==> src/umdu_pkg.sv <==
`default_nettype none

package umdu_pkg;

  // Operation codes carried with each word
  typedef enum logic {
    OP_MUL = 1'b0,
    OP_DIV = 1'b1
  } op_t;

  // Control tag that travels down the cell chain with each word
  typedef struct packed {
    op_t  op;
    logic dbz;
  } tag_t;

endpackage

`default_nettype wire

==> src/umdu_cell.sv <==
`default_nettype none

// One bit step of shift-add multiply or restoring divide.
// Multiply: hi/lo hold the partial product, lo starts as the multiplier,
//   m is the multiplicand.
// Divide: hi is the partial remainder, lo starts as the dividend and fills
//   with quotient bits from the bottom, m is the divisor.
module umdu_cell #(
  parameter int W = 32
) (
  input  wire logic            clk,
  input  wire logic            rst_n,
  input  wire logic            prv_vld,
  input  wire umdu_pkg::tag_t  prv_tag,
  input  wire logic [W-1:0]    prv_hi,
  input  wire logic [W-1:0]    prv_lo,
  input  wire logic [W-1:0]    prv_m,
  output logic                 rdy,
  input  wire logic            nxt_rdy,
  output logic                 vld_r,
  output umdu_pkg::tag_t       tag_r,
  output logic [W-1:0]         hi_r,
  output logic [W-1:0]         lo_r,
  output logic [W-1:0]         m_r
);

  logic [W:0]   mul_sum;
  logic [W:0]   div_sh;
  logic [W+1:0] div_diff;
  logic         div_ge;
  logic [W-1:0] hi_nxt;
  logic [W-1:0] lo_nxt;

  // Take a new word when empty or when the word held moves on
  assign rdy = !vld_r || nxt_rdy;

  // Multiply step: add multiplicand on a set multiplier bit, shift right
  assign mul_sum = {1'b0, prv_hi} + (prv_lo[0] ? {1'b0, prv_m} : '0);

  // Divide step: shift in next dividend bit, trial subtract the divisor
  assign div_sh   = {prv_hi, prv_lo[W-1]};
  assign div_diff = {1'b0, div_sh} - {2'b00, prv_m};
  assign div_ge   = !div_diff[W+1];

  always_comb begin
    if (prv_tag.op == umdu_pkg::OP_MUL) begin
      hi_nxt = mul_sum[W:1];
      lo_nxt = {mul_sum[0], prv_lo[W-1:1]};
    end else begin
      hi_nxt = div_ge ? div_diff[W-1:0] : div_sh[W-1:0];
      lo_nxt = {prv_lo[W-2:0], div_ge};
    end
  end

  // Valid bit
  always_ff @(posedge clk) begin
    if (!rst_n) begin
      vld_r <= 1'b0;
    end else if (rdy) begin
      vld_r <= prv_vld;
    end
  end

  // Payload
  always_ff @(posedge clk) begin
    if (rdy && prv_vld) begin
      tag_r <= prv_tag;
      hi_r  <= hi_nxt;
      lo_r  <= lo_nxt;
      m_r   <= prv_m;
    end
  end

endmodule

`default_nettype wire
==> config.mk <==
export PLATFORM = sky130hd
export DESIGN_NAME = umdu_cell
export DESIGN_NICKNAME = d
export VERILOG_FILES = /design/src/umdu_pkg.sv /design/src/umdu_cell.sv
export SDC_FILE = /design/constraint.sdc
export NUM_CORES = 1
export LEC_CHECK = 0
export BUFFER_PORTS_ARGS = -buffer_cell sky130_fd_sc_hd__buf_4
export CORE_AREA = 3 3 124 126
export CTS_CLUSTER_SIZE = 16
export DETAILED_ROUTE_END_ITERATION = 8
export DIE_AREA = 0 0 127 129
export GPL_ROUTABILITY_DRIVEN = 0
export PLACE_DENSITY = 0.87
export SYNTH_ARGS = -nofsm -noshare
export SYNTH_HDL_FRONTEND = slang
export SYNTH_SLANG_ARGS = --single-unit
==> constraint.sdc <==
create_clock -name clk -period 3.45 [get_ports clk]
set_input_delay 0.1725 -clock clk [delete_from_list [all_inputs] [get_ports clk]]
set_output_delay 0.1725 -clock clk [all_outputs]
set_load 0.005 [all_outputs]
### Word-level counts from Yosys, hierarchy flattened

Cells that the tools add are included.

* add/subtract/negate cells: 2
* muxes and demuxes: 4
* reductions and logical operators: 4

Operators by type and width (count)
* $mux 32: 4
* $sub 33x32->34: 1
* $add 32x32->33: 1
* $logic_not 1->1: 2
* $logic_and 1x1->1: 1
* $logic_or 1x1->1: 1

* register bits: 99
* output and inout port bits: 100

### Logic depth before layout (Yosys ltp)

Gate-level depths: netlist of the first run.

* word-level depth: 3
* mapped depth: 13
* mapped depth without buffers: 13

### Least setup slack after synthesis of the first run

Ideal clock, no wire load.

* kind: register to register
* start point: register vld_r
* end point: register hi_r[0] (enable)
* arrival time: 2.710 ns
* data required time: 2.982 ns
* setup slack: 0.272 ns
* stages on the path, launching flop included: 3
* buffers on the path: 0
* cell sequence: dfxtp_1 -> nand2b_1 -> and2_1

* longest elaborated chain between the ends: 3

RTL lines
* start: declaration: RTL line umdu_cell.sv:20 `output logic vld_r,`
* start signal: assignment: RTL line umdu_cell.sv:60 `vld_r <= prv_vld;`
* $logic_not 1->1: RTL line umdu_cell.sv:35 `assign rdy = !vld_r || nxt_rdy;`
* $logic_or 1x1->1: RTL line umdu_cell.sv:35
* net rdy: RTL line umdu_cell.sv:18 `output logic rdy,`
* $logic_and 1x1->1: RTL line umdu_cell.sv:66 `if (rdy && prv_vld) begin`
* end signal: assignment: RTL line umdu_cell.sv:68 `hi_r <= hi_nxt;`
* end: declaration: RTL line umdu_cell.sv:22 `output logic [W-1:0] hi_r,`

The timed path passes the listed nets, and every way through them passes these cells.
A chain may end at the register's enable or synchronous reset.

### Final worst setup path of the first run

* start point: input port prv_m[0]
* end point: register hi_r[14] (data pin)

* longest elaborated chain between the ends: 3

RTL lines
* start: declaration: RTL line umdu_cell.sv:17 `input wire logic [W-1:0] prv_m,`
* $sub 33x32->34 / $mux 32 (equally long branches): RTL line umdu_cell.sv:42, umdu_cell.sv:38
* $mux 32 / $add 32x32->33 (equally long branches): RTL line umdu_cell.sv:50, umdu_cell.sv:38
* $mux 32 (*): RTL line umdu_cell.sv:46 `if (prv_tag.op == umdu_pkg::OP_MUL) begin`
* net hi_nxt[14]: RTL line umdu_cell.sv:31 `logic [W-1:0] hi_nxt;`

The timed path passes the listed nets; every way through them passes the cells marked *.

==> metrics.log, run 1 <==
INFO  metric status = completed
INFO  metric syn-num-nets = 931
INFO  metric cell_repeated_most_along_the_worst_path = sky130_fd_sc_hd__a21oi_1
INFO  metric vdd_drop_max = 256.7 uV
INFO  metric num_antenna_cells = 0
INFO  metric avgViaCountPerCell = 5.941
INFO  metric postRouteWirelength = 21770 um
INFO  metric die_w = between 100 and 150 um
INFO  metric io-pin-count = 202
INFO  metric numClockSinks = around 100
INFO  metric netlist_instances = approximately 760
INFO  metric placement_rows = 44
INFO  metric clk_root_buffer_cell = sky130_fd_sc_hd__clkbuf_16
INFO  metric synthDominantCellAreaShare = 38.29%
INFO  metric postCtsSetupRepairBufs = 0
INFO  metric area_delta_synth_final = 28.41%
INFO  metric max_slew_margin = 56.22%
INFO  metric synth_enable_flop_cells = 98
INFO  metric p_clk_share = 28.8%
INFO  metric cellLeakagePower = 0.004515 uW
INFO  metric synth.yosys.seq_area_share = between 30 and 40%
INFO  metric seqPwrFrac = 38.9%
INFO  metric highest_clock_rate = 300.8 MHz
INFO  metric worst_setup_path_start_kind = input pin
INFO  metric critPathSlowestCell = sky130_fd_sc_hd__dlygate4sd3_1
INFO  metric p_switching = 1202 uW
INFO  metric asyncSetResetFlopFracSynth = 0%
INFO  metric vertical_die_dimension = 129 um
INFO  metric setup-violations-final = 0
INFO  metric synth_largest_area_cell = sky130_fd_sc_hd__edfxtp_1
INFO  metric wire_length_of_the_first_global_routing_pass = 33190 um
INFO  metric grt_antenna_before_repair = 0
INFO  metric cts_tree = built
INFO  metric final_min_period_over_clock_period = 96.35%
INFO  metric layout-drive-gt1-share = 28.15%
INFO  metric finalSetupTns = 0 ns
INFO  metric globalRouteTotalUtil = 25.39%
INFO  metric drc_violation_total_after_the_first_tritonroute_iteration = 547
INFO  metric drtAntennaViolNets = 0
INFO  metric hold-path-cell-count = 1
INFO  metric min_delay_worst_endpoint = m_r[20]
INFO  metric post_synth.cell_area_avg = 10.07 um^2
INFO  metric wl_met2 = 10360 um
INFO  metric grt_start_max_net_pins = 53
INFO  metric worst_path_largest_cell_delay = 0.53 ns
INFO  metric nFillCells = roughly 1100
INFO  metric cp-end-kind = flip-flop
INFO  metric route.top_layer_used = met4
INFO  metric timing_worst_setup_path_type = input pin to flip-flop
INFO  metric post-route-min-period = 3.324 ns
INFO  metric num-nets-final = 1140
INFO  metric power_density = 388.5 mW/mm^2
INFO  metric htree_levels = 3
INFO  metric worst-path-buf-inv = 3
INFO  metric post-route-drc-count = 0
INFO  metric first_pass_iters = 5
INFO  metric netlist_area = about 0.0077 mm^2
INFO  metric r2r_setup_slack = 1.70 ns
INFO  metric internal_power = 2632 uW
INFO  metric synth_seq_cells = 99
INFO  metric min-delay-path-class = input pin to flip-flop
INFO  metric worst_skew_pair_latency = about 0.36 ns
INFO  metric clock_skew = 0.006344 ns
INFO  metric total_power = 3834 uW
INFO  metric yosys_most_used_dff = sky130_fd_sc_hd__edfxtp_1
INFO  metric worstSetupPathDepth = 14
INFO  metric grt_overflow_total = 0
INFO  metric number_of_cts_inserted_buffers = 9
INFO  metric crit_chain = dlygate4sd3_1 -> buf_4 -> ha_1 -> inv_1 -> fa_1 -> a211oi_1 -> nor2_1 -> o31a_1 -> or3b_1 -> a21o_1 -> a21oi_1 -> xnor2_1 -> mux2i_1 -> a21oi_1
INFO  metric drv_slew = 0
INFO  metric cts_buffer_depth = 2
INFO  metric ff2ff_path_depth = 3
INFO  metric total_of_buffers_placed_on_input_and_output_ports = 201
INFO  metric tightestPinTransition = 0.6402 ns
INFO  metric power_frac_comb = 32.4%
INFO  metric clk_pin_slew = 0.08 ns
INFO  metric synth_area_leaders = sky130_fd_sc_hd__edfxtp_1 38%, sky130_fd_sc_hd__ha_1 10%, sky130_fd_sc_hd__mux2i_1 4.7%
INFO  metric hold_violations = 0
INFO  metric sw_frac_of_total = a little under a third
INFO  metric r2r_end = hi_r[15]
INFO  metric initial_core_util = 53.28%
INFO  metric synth_cell_types = 71
INFO  metric wl_met3 = 1854 um
INFO  metric fp.dieArea = approximately 0.016 mm^2
INFO  metric r2r_start = vld_r
INFO  metric cp.arrival = 3.42 ns
INFO  metric dp_hpwl = 16170 um
INFO  metric fp.coreArea = ~0.014 mm^2
INFO  metric rsz0062_at_grt = no
INFO  metric yosysWarnings = 0
INFO  metric worstPathRequired = 3.54 ns
INFO  metric grt_pass1_vias = 6567
INFO  metric cp_max_fo = 3
INFO  metric route.detailed.wl_per_inst = 18.75 um
INFO  metric wl_met1 = between 9000 and 10000 um
INFO  metric cp_top_family = compound AO/OA/AOI/OAI gates
INFO  metric num_vias = around 7000
INFO  metric timing.max_cap.violations = 0
INFO  metric hold_start = prv_m[20]
-- flip-flops by register name (all words and copies together), names as in the netlist --
name / cells
hi_r: 32
lo_r: 32
m_r: 32
tag_r: 2
vld_r: 1
-- worst max-delay path by stage --
stage | startpoint | to | slack [ns]
6_report | prv_m[0] | hi_r[14] | 0.13
5_1_grt | prv_m[8] | hi_r[21] | 0.0002
4_1_cts | prv_m[6] | hi_r[14] | 0.11
3_5_place_dp | prv_lo[0] | hi_r[29] | 0.20
3_3_place_gp | prv_lo[0] | hi_r[29] | 0.23
2_1_floorplan | vld_r | hi_r[0] | 0.27
-- cells by family (layout without fill, tap and decap cells) --
| family | count (synthesis) | count (layout) | synth area share [%] |
|---|---|---|---|
| and+or+nand+nor | 193 | 193 | 12.54 |
| AOI/OAI and AO/OA | 217 | 217 | 18.67 |
| adders and majority gates | 66 | 66 | 10.94 |
| muxes | 67 | 67 | 9.280 |
| xor gates and xnor gates | 53 | 53 | 6.040 |
| DFF | 99 | 99 | 38.55 |
| buffers and inverters | 68 | 282 | 3.972 |
-- placed cells by master, fill, tap and decap left out, drive strengths merged, types with 9 or more instances in the layout --
| master | count |
|---|---|
| inv | 46 |
| clkbuf | 10 |
| edfxtp | 98 |
| nand3 | 17 |
| nand2b | 10 |
| buf | 207 |
| dlygate4sd3 | 16 |
| xnor2 | 34 |
| a21o | 30 |
| nor2 | 48 |
| xor2 | 19 |
| o21a | 9 |
| ha | 64 |
| and2 | 37 |
| mux2 | 31 |
| nand2 | 49 |
| o21ai | 45 |
| mux2i | 36 |
| a21oi | 70 |
-- layout make-up --
type | instances | area (um^2) | share of cell area, %
clock inverters | 7 | 93.84 | 0.9509
repair buffers | 224 | 1764 | 17.88
well taps | 184 | 230.2 | 2.333
inverters | 42 | 157.7 | 1.598
clock buffers | 9 | 225.2 | 2.282
flip-flops and latches | 99 | 2963 | 30.02
multi-input cells | 596 | 4434 | 44.93
-- power by group through the flow --
stage / registers (uW) / clock network (uW) / logic, uW
after floorplan: 1530 / 0 / 733
after global placement: 1510 / 0 / 1160
after detailed placement: 1520 / 0 / 1180
after CTS: 1490 / 1120 / 1210
after global routing: 1500 / 1160 / 1350
final: 1490 / 1100 / 1240
-- metal layers --
metal,vias to the layer above,track usage [%]
li1,3248,-
met5,-,0
met4,0,8.013
met1,3246,33.09
met2,366,42.47
met3,37,5.562
-- cell usage after synthesis (6+ instances only) --
cell type and count:
sky130_fd_sc_hd__a211oi_1 6, sky130_fd_sc_hd__a21o_1 30, sky130_fd_sc_hd__a21oi_1 68, sky130_fd_sc_hd__and2_1 37
sky130_fd_sc_hd__and3_1 7, sky130_fd_sc_hd__clkbuf_1 14, sky130_fd_sc_hd__edfxtp_1 98, sky130_fd_sc_hd__ha_1 64
sky130_fd_sc_hd__inv_1 42, sky130_fd_sc_hd__mux2_2 30, sky130_fd_sc_hd__mux2i_1 36, sky130_fd_sc_hd__nand2_1 48
sky130_fd_sc_hd__nand2b_1 10, sky130_fd_sc_hd__nand3_1 17, sky130_fd_sc_hd__nor2_1 48, sky130_fd_sc_hd__nor3_1 8
sky130_fd_sc_hd__o211ai_1 6, sky130_fd_sc_hd__o21a_1 9, sky130_fd_sc_hd__o21ai_0 30, sky130_fd_sc_hd__o21ai_1 14
sky130_fd_sc_hd__o21bai_1 8, sky130_fd_sc_hd__xnor2_1 34, sky130_fd_sc_hd__xor2_1 19
-- per-stage QoR --
| step | instances | area, um^2 | hold WS [ns] | util [%] | setup slack, ns |
|---|---|---|---|---|---|
| 2_1_floorplan | 763 | 7685 | 0.2714 | - | 0.2725 |
| 3_3_place_gp | 1128 | 9349 | 0.3508 | 64.82 | 0.2334 |
| 3_5_place_dp | 1128 | 9349 | 0.3537 | 64.82 | 0.2023 |
| 4_1_cts | 1160 | 9828 | 0.00007688 | 68.14 | 0.1134 |
| 5_1_grt | 1161 | 9868 | 0.005357 | 68.42 | 0.0002087 |
| 6_report | 1161 | 9868 | 0.01000 | 68.42 | 0.1260 |
-- repair_timing --
action / in CTS / in global routing
hold buffers: 16 / 0
setup endpoints to repair: 0 / 27
gates resized for setup: 0 / 5
hold endpoints to repair: 16 / 0
(Power assumes the default switching activity.)
==> run 2, diff against run 1 <==
--- a/config.mk
+++ b/config.mk
@@ -6,10 +6,10 @@
 export NUM_CORES = 1
 export LEC_CHECK = 0
 export BUFFER_PORTS_ARGS = -buffer_cell sky130_fd_sc_hd__buf_4
-export CORE_AREA = 3 3 124 126
+export CORE_AREA = 3 3 138 113
 export CTS_CLUSTER_SIZE = 16
 export DETAILED_ROUTE_END_ITERATION = 8
-export DIE_AREA = 0 0 127 129
+export DIE_AREA = 0 0 141 116
 export GPL_ROUTABILITY_DRIVEN = 0
 export PLACE_DENSITY = 0.87
 export SYNTH_ARGS = -nofsm -noshare
==> run 2 against run 1 <==
Via count down 0.48%. Maximum frequency about the same. Utilization up 0.63 points. Cell count up 0.34%. Sequential power about the same. Non-clock buffer count up 4. Clock power about the same. Die area down 0.16%. Wire length about the same. Total power down 0.84%. Clock-buffer cell count unchanged. Hold slack better by 0.0045 ns. Critical endpoint is now hi_r[30].
==> metrics.log, run 2 (synthesized netlist as in run 1, its figures left out) <==
INFO  metric status = completed
INFO  metric grt_overflow_total = 0
INFO  metric final_cell_mix = 205 x sky130_fd_sc_hd__buf_4, 98 x sky130_fd_sc_hd__edfxtp_1, 68 x sky130_fd_sc_hd__a21oi_1, 64 x sky130_fd_sc_hd__ha_1
INFO  metric clk_pin_slew = 0.08 ns
INFO  metric fp.coreArea = 0.01430 mm^2
INFO  metric min-delay-path-class = input pin to flip-flop
INFO  metric grt_antenna_before_repair = 0
INFO  metric cp-end-kind = flip-flop
INFO  metric internal_power = 2627 uW
INFO  metric num_antenna_cells = 0
INFO  metric worst_skew_pair_latency = about 0.36 ns
INFO  metric final.hold.worst_slack = 0.01448 ns
INFO  metric vdd_drop_max = roughly 330 uV
INFO  metric p_clk_share = 28.2%
INFO  metric cp.arrival = 3.42 ns
INFO  metric r2r_start = vld_r
INFO  metric fp.dieArea = 0.01636 mm^2
INFO  metric num_vias = between 6000 and 7000
INFO  metric drc_violation_total_after_the_first_tritonroute_iteration = between 500 and 600
INFO  metric worstPathRequired = 3.55 ns
INFO  metric setup-violations-final = 0
INFO  metric postRouteWirelength = 21750 um
INFO  metric layout-drive-gt1-share = ~28%
INFO  metric dp_worst_setup_slack = 0.2071 ns
INFO  metric vertical_die_dimension = approximately 120 um
INFO  metric avgViaCountPerCell = between 5 and 6
INFO  metric final.setup.worst_slack = 0.1249 ns
INFO  metric total_of_buffers_placed_on_input_and_output_ports = 201
INFO  metric clk_root_buffer_cell = sky130_fd_sc_hd__clkbuf_16
INFO  metric initial_core_util = 53.75%
INFO  metric die_w = 141 um
INFO  metric numClockSinks = 99
INFO  metric cts_tree = built
INFO  metric crit_start = prv_m[9]
INFO  metric max_slew_margin = 40.39%
INFO  metric dp_hpwl = 16890 um
INFO  metric placement_rows = 39
INFO  metric cellLeakagePower = 0.004519 uW
INFO  metric globalRouteTotalUtil = 26.15%
INFO  metric sw_frac_of_total = a little under a third
INFO  metric cp_max_fo = 5
INFO  metric clock_skew = around 0.008 ns
INFO  metric nFillCells = 1085
INFO  metric drv_slew = 0
INFO  metric cts_buffer_depth = 2
INFO  metric route.detailed.wl_per_inst = ~19 um
INFO  metric drtAntennaViolNets = 0
INFO  metric highest_clock_rate = 300.7 MHz
INFO  metric seqPwrFrac = 39.4%
INFO  metric area_delta_synth_final = 28.46%
INFO  metric power_density = 385.1 mW/mm^2
INFO  metric r2r_end = hi_r[16]
INFO  metric io-pin-count = 202
INFO  metric p_switching = 1174 uW
INFO  metric power_frac_comb = about a third
INFO  metric timing_worst_setup_path_type = input pin to flip-flop
INFO  metric grt_pass1_vias = 6416
INFO  metric num-nets-final = 1144
INFO  metric ff2ff_path_depth = 3
INFO  metric worst_setup_path_start_kind = input pin
INFO  metric tightestPinTransition = 0.8941 ns
INFO  metric post-route-drc-count = 0
INFO  metric total_power = roughly 3800 uW
INFO  metric wire_length_of_the_first_global_routing_pass = roughly 34000 um
INFO  metric finalSetupTns = 0 ns
INFO  metric r2r_setup_slack = 1.60 ns
INFO  metric largestRegisters = hi_r x32, lo_r x32, m_r x32
INFO  metric rsz0062_at_grt = no
INFO  metric post-route-min-period = about 3.3 ns
INFO  metric hold_violations = 0
INFO  metric final_min_period_over_clock_period = slightly below 100%
INFO  metric number_of_cts_inserted_buffers = 9
INFO  metric final_common_cell = sky130_fd_sc_hd__buf_4
INFO  metric timing.max_cap.violations = 0
INFO  metric grt_start_max_net_pins = 66
INFO  metric critical_path.endpoint = hi_r[30]
INFO  metric first_pass_iters = 5
INFO  metric htree_levels = 3
run 2: cell count changes in the layout (fill, tap and decap cells not counted):
| cell | before | now |
|---|---|---|
| sky130_fd_sc_hd__clkinv_8 | 1 | 0 |
| sky130_fd_sc_hd__o21ai_1 | 13 | 15 |
| sky130_fd_sc_hd__clkbuf_16 | 10 | 9 |
| sky130_fd_sc_hd__a21oi_1 | 66 | 68 |
| sky130_fd_sc_hd__a21oi_2 | 4 | 2 |
| sky130_fd_sc_hd__inv_6 | 2 | 3 |
| sky130_fd_sc_hd__buf_6 | 0 | 1 |
| sky130_fd_sc_hd__o21ai_2 | 3 | 1 |
| sky130_fd_sc_hd__dlygate4sd3_1 | 16 | 20 |
run 2: worst min path at each step:
| stage | startpoint | cells after the start | slack (ns) | to |
|---|---|---|---|---|
| after floorplan | prv_m[0] | 0 | 0.27 | m_r[0] |
| after global placement | prv_tag[0] | 1 | 0.35 | tag_r[0] |
| after detailed placement | prv_tag[0] | 1 | 0.36 | tag_r[0] |
| after CTS | prv_m[1] | 1 | 0.0006 | m_r[1] |
| after global routing | prv_m[12] | 1 | 0.007 | m_r[12] |
| final | prv_m[26] | 1 | 0.01 | m_r[26] |
run 2: layout make-up:
| cell class | instances | area (um^2) | share of cell area [%] |
|---|---|---|---|
| Multi-Input combinational cell | 596 | 4419 | 44.77 |
| Sequential cell | 99 | 2963 | 30.01 |
| Timing Repair Buffer | 228 | 1790 | 18.14 |
| Tap cell | 184 | 230.2 | 2.332 |
| Clock buffer | 9 | 225.2 | 2.281 |
| Inverter | 42 | 157.7 | 1.597 |
| Clock inverter | 7 | 86.33 | 0.8745 |
run 2: critical path: stages:
cell	delay, ns
sky130_fd_sc_hd__dlygate4sd3_1	0.53
sky130_fd_sc_hd__buf_4	0.11
sky130_fd_sc_hd__inv_1	0.04
sky130_fd_sc_hd__ha_1	0.34
sky130_fd_sc_hd__and3_1	0.29
sky130_fd_sc_hd__a31oi_1	0.34
sky130_fd_sc_hd__or3b_1	0.41
sky130_fd_sc_hd__o21a_1	0.20
sky130_fd_sc_hd__o21ai_1	0.38
sky130_fd_sc_hd__o21ai_0	0.21
sky130_fd_sc_hd__xor2_1	0.17
sky130_fd_sc_hd__mux2i_1	0.14
sky130_fd_sc_hd__mux2i_1	0.08
run 2: per-stage QoR:
stage | area (um^2) | utilization [%] | instances
finish | 9872 | 69.05 | 1165
global route | 9872 | 69.05 | 1165
CTS | 9858 | 68.95 | 1164
detailed placement | 9356 | 65.44 | 1129
global placement | 9356 | 65.44 | 1129
floorplan | 7685 | - | 763
run 2: power groups by stage:
stage / Clock [uW] / Combinational [uW] / Sequential [uW]
after global placement: 0 / 1160 / 1520
after detailed placement: 0 / 1190 / 1530
after floorplan: 0 / 733 / 1530
after CTS: 1100 / 1210 / 1500
final: 1070 / 1230 / 1500
after global routing: 1140 / 1340 / 1510
run 2: per-layer routing:
layer	wire (um)	up-vias	share of wire [%]	GRT usage, %
met5	0	-	0	0
met4	415	0	1.9	7.101
met3	2325	33	11	7.508
met2	9976	372	46	42.25
met1	9035	3205	42	34.84
li1	-	3254	-	-
run 2: timing repair:
item,in CTS,in global routing
endpoints found under the hold margin,19,1
hold buffers,19,1
setup endpoints to repair,0,10
resized for setup,0,2
buffers inserted,0,0
